[src/rtl/ssq_pkg.sv]
// ----------------------------------------------------------------------------
// ssq_pkg
// Types, sizes and codes shared by the stable sorted priority queue.
// ----------------------------------------------------------------------------
`default_nettype none

package ssq_pkg;

   // Queue depth and derived widths
   localparam int CAPACITY  = 16;
   localparam int IDX_W     = $clog2(CAPACITY);
   localparam int CNT_W     = $clog2(CAPACITY + 1);
   localparam int SUM_W     = IDX_W + 1;

   // Field widths
   localparam int YEAR_W    = 14;
   localparam int MONTH_W   = 4;
   localparam int DAY_W     = 5;
   localparam int TAG_W     = 16;
   localparam int COUNT_W   = 5;
   localparam int STATUS_W  = 2;

   // Action codes
   localparam logic ACT_INSERT = 1'b0;
   localparam logic ACT_POP    = 1'b1;

   // Status codes
   localparam logic [STATUS_W-1:0] STAT_OK    = 2'd0;
   localparam logic [STATUS_W-1:0] STAT_EMPTY = 2'd1;
   localparam logic [STATUS_W-1:0] STAT_FULL  = 2'd2;

   typedef struct packed {
      logic               action;
      logic [YEAR_W-1:0]  year;
      logic [MONTH_W-1:0] month;
      logic [DAY_W-1:0]   day;
      logic [TAG_W-1:0]   tag;
   } req_type;

   typedef struct packed {
      logic [YEAR_W-1:0]   out_year;
      logic [MONTH_W-1:0]  out_month;
      logic [DAY_W-1:0]    out_day;
      logic [TAG_W-1:0]    out_tag;
      logic [COUNT_W-1:0]  count;
      logic [STATUS_W-1:0] status;
   } rsp_type;

   typedef struct packed {
      logic [YEAR_W-1:0]  year;
      logic [MONTH_W-1:0] month;
      logic [DAY_W-1:0]   day;
      logic [TAG_W-1:0]   tag;
   } entry_type;

   typedef enum logic [1:0] {
      S_IDLE,
      S_SCAN,
      S_CMP,
      S_POP
   } state_type;

   // Controller to datapath
   typedef struct packed {
      logic load_req;   // capture new entry, start scan at the tail
      logic rd_head;    // read the head entry
      logic wr_new;     // write new entry at scan position, finish insert
      logic wr_shift;   // move read entry up one place, step scan down
      logic pop_done;   // return head entry, drop it from the queue
      logic rsp_empty;  // report pop on empty queue
      logic rsp_full;   // report dropped insert
   } cmd_type;

   // Datapath to controller
   typedef struct packed {
      logic empty;
      logic full;
      logic pos_zero;
      logic rd_greater;
   } sts_type;

endpackage

`default_nettype wire

[src/rtl/ssq_ctrl.sv]
// ----------------------------------------------------------------------------
// ssq_ctrl
// Sequencer for the queue: accepts items, steps the insertion scan and sequences pops.
// ----------------------------------------------------------------------------
`default_nettype none

module ssq_ctrl
   import ssq_pkg::*;
(
   input  wire logic    clock,
   input  wire logic    reset,
   input  wire logic    start,
   input  wire logic    action,
   input  wire sts_type sts,
   output cmd_type      cmd,
   output logic         busy
);

   state_type state_ff;
   state_type state_in;

   // State register
   always_ff @(posedge clock) begin
      if (reset) begin
         state_ff <= S_IDLE;
      end else begin
         state_ff <= state_in;
      end
   end

   // Next state and commands
   always_comb begin
      state_in = state_ff;
      cmd      = '0;
      case (state_ff)
         S_IDLE: begin
            if (start) begin
               if (action == ACT_POP) begin
                  if (sts.empty) begin
                     cmd.rsp_empty = 1'b1;
                  end else begin
                     cmd.rd_head = 1'b1;
                     state_in    = S_POP;
                  end
               end else begin
                  if (sts.full) begin
                     cmd.rsp_full = 1'b1;
                  end else begin
                     cmd.load_req = 1'b1;
                     state_in     = S_SCAN;
                  end
               end
            end
         end
         S_SCAN: begin
            if (sts.pos_zero) begin
               cmd.wr_new = 1'b1;
               state_in   = S_IDLE;
            end else begin
               state_in = S_CMP;
            end
         end
         S_CMP: begin
            if (sts.rd_greater) begin
               cmd.wr_shift = 1'b1;
               state_in     = S_SCAN;
            end else begin
               cmd.wr_new = 1'b1;
               state_in   = S_IDLE;
            end
         end
         S_POP: begin
            cmd.pop_done = 1'b1;
            state_in     = S_IDLE;
         end
         default: begin
            state_in = S_IDLE;
         end
      endcase
   end

   assign busy = (state_ff != S_IDLE);

endmodule

`default_nettype wire

[src/rtl/ssq_datapath.sv]
// ----------------------------------------------------------------------------
// ssq_datapath
// Circular entry memory, head pointer, fill count, scan position and the
// result register.
// ----------------------------------------------------------------------------
`default_nettype none

module ssq_datapath
   import ssq_pkg::*;
(
   input  wire logic    clock,
   input  wire logic    reset,
   input  wire req_type req_data,
   input  wire cmd_type cmd,
   output sts_type      sts,
   output logic         rsp_strobe,
   output rsp_type      rsp_data
);

   entry_type mem [CAPACITY];

   logic [CNT_W-1:0] count_ff;
   logic [CNT_W-1:0] count_in;
   logic [IDX_W-1:0] head_ff;
   logic [IDX_W-1:0] head_in;
   logic [CNT_W-1:0] pos_ff;
   logic [CNT_W-1:0] pos_in;
   entry_type        new_ff;
   entry_type        new_in;
   entry_type        rdata_ff;
   rsp_type          rsp_ff;
   rsp_type          rsp_in;
   logic             strobe_ff;
   logic             strobe_in;

   logic [CNT_W-1:0] rd_lpos;
   logic [IDX_W-1:0] rd_addr;
   logic [IDX_W-1:0] wr_addr;

   // Map a position in queue order to a memory address
   function automatic logic [IDX_W-1:0] to_phys(input logic [IDX_W-1:0] head,
                                                input logic [CNT_W-1:0] lpos);
      logic [SUM_W-1:0] sum;
      sum = {1'b0, head} + SUM_W'(lpos);
      if (sum >= SUM_W'(CAPACITY)) begin
         sum = sum - SUM_W'(CAPACITY);
      end
      return sum[IDX_W-1:0];
   endfunction

   // Addresses: read head or the entry just below the scan position
   assign rd_lpos = cmd.rd_head ? '0 : (pos_ff - CNT_W'(1));
   assign rd_addr = to_phys(head_ff, rd_lpos);
   assign wr_addr = to_phys(head_ff, pos_ff);

   // Entry memory, registered read
   always_ff @(posedge clock) begin
      rdata_ff <= mem[rd_addr];
      if (cmd.wr_new) begin
         mem[wr_addr] <= new_ff;
      end else if (cmd.wr_shift) begin
         mem[wr_addr] <= rdata_ff;
      end
   end

   // Status for the controller
   assign sts.empty      = (count_ff == '0);
   assign sts.full       = (count_ff == CNT_W'(CAPACITY));
   assign sts.pos_zero   = (pos_ff == '0);
   assign sts.rd_greater = (rdata_ff.year > new_ff.year);

   // Next values of queue state and result
   always_comb begin
      count_in  = count_ff;
      head_in   = head_ff;
      pos_in    = pos_ff;
      new_in    = new_ff;
      rsp_in    = rsp_ff;
      strobe_in = 1'b0;

      if (cmd.load_req) begin
         new_in.year  = req_data.year;
         new_in.month = req_data.month;
         new_in.day   = req_data.day;
         new_in.tag   = req_data.tag;
         pos_in       = count_ff;
      end

      if (cmd.wr_shift) begin
         pos_in = pos_ff - CNT_W'(1);
      end

      if (cmd.wr_new) begin
         count_in      = count_ff + CNT_W'(1);
         strobe_in     = 1'b1;
         rsp_in        = '0;
         rsp_in.count  = COUNT_W'(count_ff + CNT_W'(1));
         rsp_in.status = STAT_OK;
      end

      if (cmd.pop_done) begin
         count_in         = count_ff - CNT_W'(1);
         head_in          = (head_ff == IDX_W'(CAPACITY - 1)) ? '0 : (head_ff + IDX_W'(1));
         strobe_in        = 1'b1;
         rsp_in.out_year  = rdata_ff.year;
         rsp_in.out_month = rdata_ff.month;
         rsp_in.out_day   = rdata_ff.day;
         rsp_in.out_tag   = rdata_ff.tag;
         rsp_in.count     = COUNT_W'(count_ff - CNT_W'(1));
         rsp_in.status    = STAT_OK;
      end

      if (cmd.rsp_empty) begin
         strobe_in     = 1'b1;
         rsp_in        = '0;
         rsp_in.status = STAT_EMPTY;
      end

      if (cmd.rsp_full) begin
         strobe_in     = 1'b1;
         rsp_in        = '0;
         rsp_in.count  = COUNT_W'(CAPACITY);
         rsp_in.status = STAT_FULL;
      end
   end

   // Control registers
   always_ff @(posedge clock) begin
      if (reset) begin
         count_ff  <= '0;
         head_ff   <= '0;
         pos_ff    <= '0;
         strobe_ff <= 1'b0;
      end else begin
         count_ff  <= count_in;
         head_ff   <= head_in;
         pos_ff    <= pos_in;
         strobe_ff <= strobe_in;
      end
   end

   // Payload registers
   always_ff @(posedge clock) begin
      new_ff <= new_in;
      rsp_ff <= rsp_in;
   end

   assign rsp_strobe = strobe_ff;
   assign rsp_data   = rsp_ff;

endmodule

`default_nettype wire

[src/rtl/stable_sorted_priority_queue.sv]
// ----------------------------------------------------------------------------
// stable_sorted_priority_queue
// Priority queue ordered by ascending year; equal years leave in arrival
// order. Items insert an entry or pop the head entry, one result per item.
//
//   channel   ports                    handshake
//   request   req_data                 taken when start && !busy
//   result    rsp_data                 valid for one cycle with rsp_strobe
//
// Pop: S_POP returns the head entry and drops it; the registered result shows once busy falls.
// Insert: each held entry with a larger year moves up one place through S_SCAN
// (one memory read), then S_CMP (compare and write); busy stays high until the
// new entry is written, and the result follows the last write.
// Pop on empty and insert on full are answered the cycle after accept.
// Reset (synchronous) empties the queue; the memory needs no clearing.
// The result side has no backpressure.
// ----------------------------------------------------------------------------
`default_nettype none

module stable_sorted_priority_queue
   import ssq_pkg::*;
(
   input  wire logic    clock,
   input  wire logic    reset,
   input  wire logic    start,
   output logic         busy,
   input  wire req_type req_data,
   output logic         rsp_strobe,
   output rsp_type      rsp_data
);

   cmd_type cmd;
   sts_type sts;

   ssq_ctrl u_ctrl (
      .clock  (clock),
      .reset  (reset),
      .start  (start),
      .action (req_data.action),
      .sts    (sts),
      .cmd    (cmd),
      .busy   (busy)
   );

   ssq_datapath u_datapath (
      .clock      (clock),
      .reset      (reset),
      .req_data   (req_data),
      .cmd        (cmd),
      .sts        (sts),
      .rsp_strobe (rsp_strobe),
      .rsp_data   (rsp_data)
   );

endmodule

`default_nettype wire

[config.mk]
export PLATFORM = sky130hd
export DESIGN_NAME = stable_sorted_priority_queue
export DESIGN_NICKNAME = d
export VERILOG_FILES = /design/src/rtl/ssq_pkg.sv /design/src/rtl/ssq_ctrl.sv /design/src/rtl/ssq_datapath.sv /design/src/rtl/stable_sorted_priority_queue.sv
export SDC_FILE = /design/constraint.sdc
export NUM_CORES = 1
export LEC_CHECK = 0
export BUFFER_PORTS_ARGS = -buffer_cell sky130_fd_sc_hd__buf_4
export CORE_MARGIN = 2
export CORE_UTILIZATION = 60
export DETAILED_ROUTE_END_ITERATION = 10
export HOLD_SLACK_MARGIN = 0.05
export PLACE_DENSITY_LB_ADDON = 0.05
export SYNTH_ARGS = -nofsm -noshare
export SYNTH_HDL_FRONTEND = slang
export SYNTH_SLANG_ARGS = --single-unit
[constraint.sdc]
create_clock -name clock -period 8.9 [get_ports clock]
set_clock_uncertainty 0.15 [all_clocks]
set_input_delay 1.78 -clock clock [delete_from_list [all_inputs] [get_ports clock]]
set_output_delay 1.78 -clock clock [all_outputs]
set_load 0.005 [all_outputs]
==> summary.md <==
| Metric | Value |
|---|---|
| Logic pwr share | `0.339` |
| Full die area | `50900 um2` |
| Reg-to-Reg End | `u_datapath.rdata_ff[8]$_DFF_P_` |
| Register bit total from synthesis | `765` |
| Syn Area/Cell | `20.4 um2` |
| Max_slew headroom | `0.296` |
| Via/cell ratio | `6.48` |
| Most frequent cells in the layout | `edfxtp_1, mux4_2, buf_4` |
| Final Hold Fails | `0` |
| # Max-Cap Violations | `0` |
| Busiest layer in global routing | `met2` |
| Number of enable flip-flop cells after synthesis | `663` |
| Hold slack final | `316 ps` |
| Vias | `14600` |
| Worst R2R Setup Slack | `4440 ps` |
| Number of global-route vias before repair | `14800` |
| Initial antenna violation count | `3` |
| Met3 Track Usage GR | `0.0525` |
| Die height | `226 um` |
| Synth top area share | `0.676` |
| Main flop type after synthesis | `edfxtp_1` |
| Pleak | `11.2 nW` |
| DR iter-0 viols | `1846` |
| Clock Power Share | `0.266` |
| Worst reg2reg path depth | `11` |
| Fillcell total | `3077` |
| Setup Viol. Count Final | `0` |
| Starting Density | `0.605` |
| Routability cong. | `0.769` |
| # rows | `81` |
| Setup crit end | `u_datapath.rdata_ff[8]$_DFF_P_` |
| Buffers added on ports | `90` |
| Clock latency at the later pin of the worst-skew pair | `610 ps` |
| Area of the core | `48600 um2` |
| Longest Clk Path Bufs | `3` |
| Setup TNS | `0 ps` |
| Layout Nets | `1651` |
| # DRC | `0` |
| Max Freq | `199 MHz` |
| Share of cells above drive strength 1 | `0.311` |
| Hold buffer count at cts | `0` |
| RR Startpoint | `u_datapath.count_ff[0]$_SDFFE_PP0P_` |
| Diode count | `0` |
| PostCTS Resize Cnt | `0` |
| Critical path origin | `req_data[39]` |
| Drt wl/cell | `29.0 um` |
| Final min period | `5010 ps` |
| Post-CTS setup buffers | `0` |
| Syn nets | `1518` |
| CTS tree | `done` |
| Int Pwr | `8.26 mW` |
| Die width | `226 um` |
| Max IR drop VDD | `0.396 mV` |
| Cells after synthesis | `1442` |
| Crit end category | `register` |
| Crit start category | `input pin` |
| Post-Syn Area | `29400 um2` |
| CTS buffer count | `76` |
| Antenna Nets Post-Route | `0` |
| Crit path DAT | `5340 ps` |
| Switching share of power | `0.303` |
| I/O pin count | `91` |
| Total global-route track usage | `0.267` |
| Reg power frac | `0.394` |
| Crit share post-route | `0.563` |
| H-tree Lvls | `3` |
| First-pass GRT wire length | `95.8 mm` |
| GR met1 Demand/Resource | `0.388` |
| Crit-path max FO | `63` |
| Root Buffer | `clkbuf_16` |
| DP HPWL | `33.3 mm` |
| Drt total wl | `65.4 mm` |
| Fin. max-slew vios | `0` |
| Least-Margin Pin Slew | `1050 ps` |
| Setup Crit Path Kind | `input pin to register` |
| Sequential share of the synthesized area | `0.746` |
| Largest net degree at the start of global routing | `93` |
| Synth area leader | `edfxtp_1` |
| Synth-to-Final Area Change | `13.8%` |
| TritonCTS Sinks | `765` |
| Most common cell after layout, fill and taps aside | `edfxtp_1` |
| Clock-pin slew on the worst setup and hold paths | `60 ps` |
| Met2 Track Usage GR | `0.422` |
| Drt pass-1 iters | `5` |
| Min-Delay Path Class | `register to register` |
| Status | `complete, no violations` |
| Switching power total | `3.59 mW` |
| Share of synthesized registers carrying an async set or reset | `0` |
| RSZ-0062 raised after global routing | `false` |
| Area contributors post-synth | `edfxtp_1, mux4_2, dfxtp_1` |
| CP Data Required Time | `9230 ps` |
| Grt total ovfl | `0` |
| Synth cell types | `57` |
| Power Density | `354 nW/um2` |
| Ys Warns | `0` |
==> through the flow <==
stage | cells | power (mW) | utilization | instance area, um2 | worst slack [ps]
after floorplan | 1442 | 7.72 | - | 29400 | 2610
after detailed placement | 2119 | 8.80 | 0.637 | 31000 | 3270
final | 2260 | 11.8 | 0.689 | 33500 | 3890
after global routing | 2260 | 12.4 | 0.689 | 33500 | 3760
after global placement | 2119 | 8.73 | 0.637 | 31000 | 3330
after CTS | 2260 | 12.0 | 0.689 | 33500 | 3900
==> state kept, by name, summed over array words and instances, names as in the netlist <==
| signal | count |
|---|---|
| u_datapath.mem | 624 |
| u_datapath.rsp_data | 46 |
| u_datapath.new_ff | 39 |
| u_datapath.rdata_ff | 39 |
| u_datapath.count_ff | 5 |
| u_datapath.pos_ff | 5 |
| u_datapath.head_ff | 4 |
| u_ctrl.state_ff | 2 |
| u_datapath.rsp_strobe | 1 |
==> synthesized netlist by cell type, drive strengths merged, types with 2 or more instances <==
| master | n |
|---|---|
| a211o | 2 |
| a211oi | 6 |
| a21o | 5 |
| a21oi | 61 |
| a311oi | 2 |
| a31oi | 7 |
| and2 | 3 |
| and3 | 3 |
| buf | 37 |
| clkbuf | 40 |
| dfxtp | 102 |
| edfxtp | 663 |
| fa | 2 |
| ha | 31 |
| inv | 25 |
| mux2 | 41 |
| mux2i | 5 |
| mux4 | 195 |
| nand2 | 58 |
| nand2b | 6 |
| nand3 | 10 |
| nand3b | 3 |
| nand4 | 2 |
| nand4b | 2 |
| nor2 | 21 |
| nor2b | 3 |
| nor3 | 11 |
| nor4 | 10 |
| nor4b | 2 |
| o21ai | 47 |
| o31a | 3 |
| o31ai | 5 |
| or2 | 3 |
| or3 | 2 |
| or4 | 3 |
| xnor2 | 9 |
| xor2 | 4 |
==> power groups by stage <==
stage          clock network (mW)  registers [mW]  logic, mW
4_1_cts                      3.21            4.67       4.08
5_1_grt                      3.33            4.70       4.33
6_report                     3.16            4.67       4.02
2_1_floorplan                   0            4.67       3.04
3_3_place_gp                    0            4.73       3.99
3_5_place_dp                    0            4.74       4.06
==> final cells by class <==
class / count / area (um2) / share of cell area
Clock buffer: 110 / 2170 / 0.0649
Clock inverter: 31 / 312 / 0.00930
Inverter: 25 / 93.8 / 0.00280
Multi-Input combinational cell: 575 / 7170 / 0.214
Sequential cell: 765 / 22000 / 0.655
Tap cell: 622 / 778 / 0.0232
Timing Repair Buffer: 132 / 1020 / 0.0303
==> worst min path at each step <==
| stage | from | end | slack, ps | cells past startpoint |
|---|---|---|---|---|
| after floorplan | u_datapath.rdata_ff[3]$_DFF_P_ | u_datapath.rsp_data[10]$_SDFFE_PP0P_ | 290 | 2 |
| after global placement | u_datapath.rdata_ff[3]$_DFF_P_ | u_datapath.rsp_data[10]$_SDFFE_PP0P_ | 300 | 2 |
| after detailed placement | u_datapath.rdata_ff[15]$_DFF_P_ | u_datapath.rsp_data[22]$_SDFFE_PP0P_ | 310 | 2 |
| after CTS | u_datapath.rdata_ff[15]$_DFF_P_ | u_datapath.rsp_data[22]$_SDFFE_PP0P_ | 320 | 2 |
| after global routing | u_datapath.rdata_ff[8]$_DFF_P_ | u_datapath.rsp_data[15]$_SDFFE_PP0P_ | 350 | 2 |
| final | u_datapath.rdata_ff[15]$_DFF_P_ | u_datapath.rsp_data[22]$_SDFFE_PP0P_ | 320 | 2 |
==> logic make-up (layout without fill, tap and decap cells) <==
logic type | count (synthesis) | count (layout) | synth area share
compound gates | 145 | 145 | 0.0286
buf+inv | 102 | 298 | 0.0161
xor+xnor | 13 | 13 | 0.00412
flops | 765 | 765 | 0.746
fa+ha+maj | 33 | 33 | 0.0145
simple gates | 143 | 143 | 0.0245
mux | 241 | 241 | 0.167
==> critical path, stage by stage <==
cell	delay, ps
buf_4	120
nand3_1	170
nor2_1	230
nor2_1	100
ha_4	170
fa_4	1030
buf_4	770
mux4_2	410
mux4_2	480
==> routing by layer <==
metal / wire (um) / share of wire
met4: 1510 / 0.023
met5: 0 / 0
met2: 31800 / 0.49
met3: 5250 / 0.080
met1: 26900 / 0.41
Note: power is estimated with default switching activity, not from simulation.
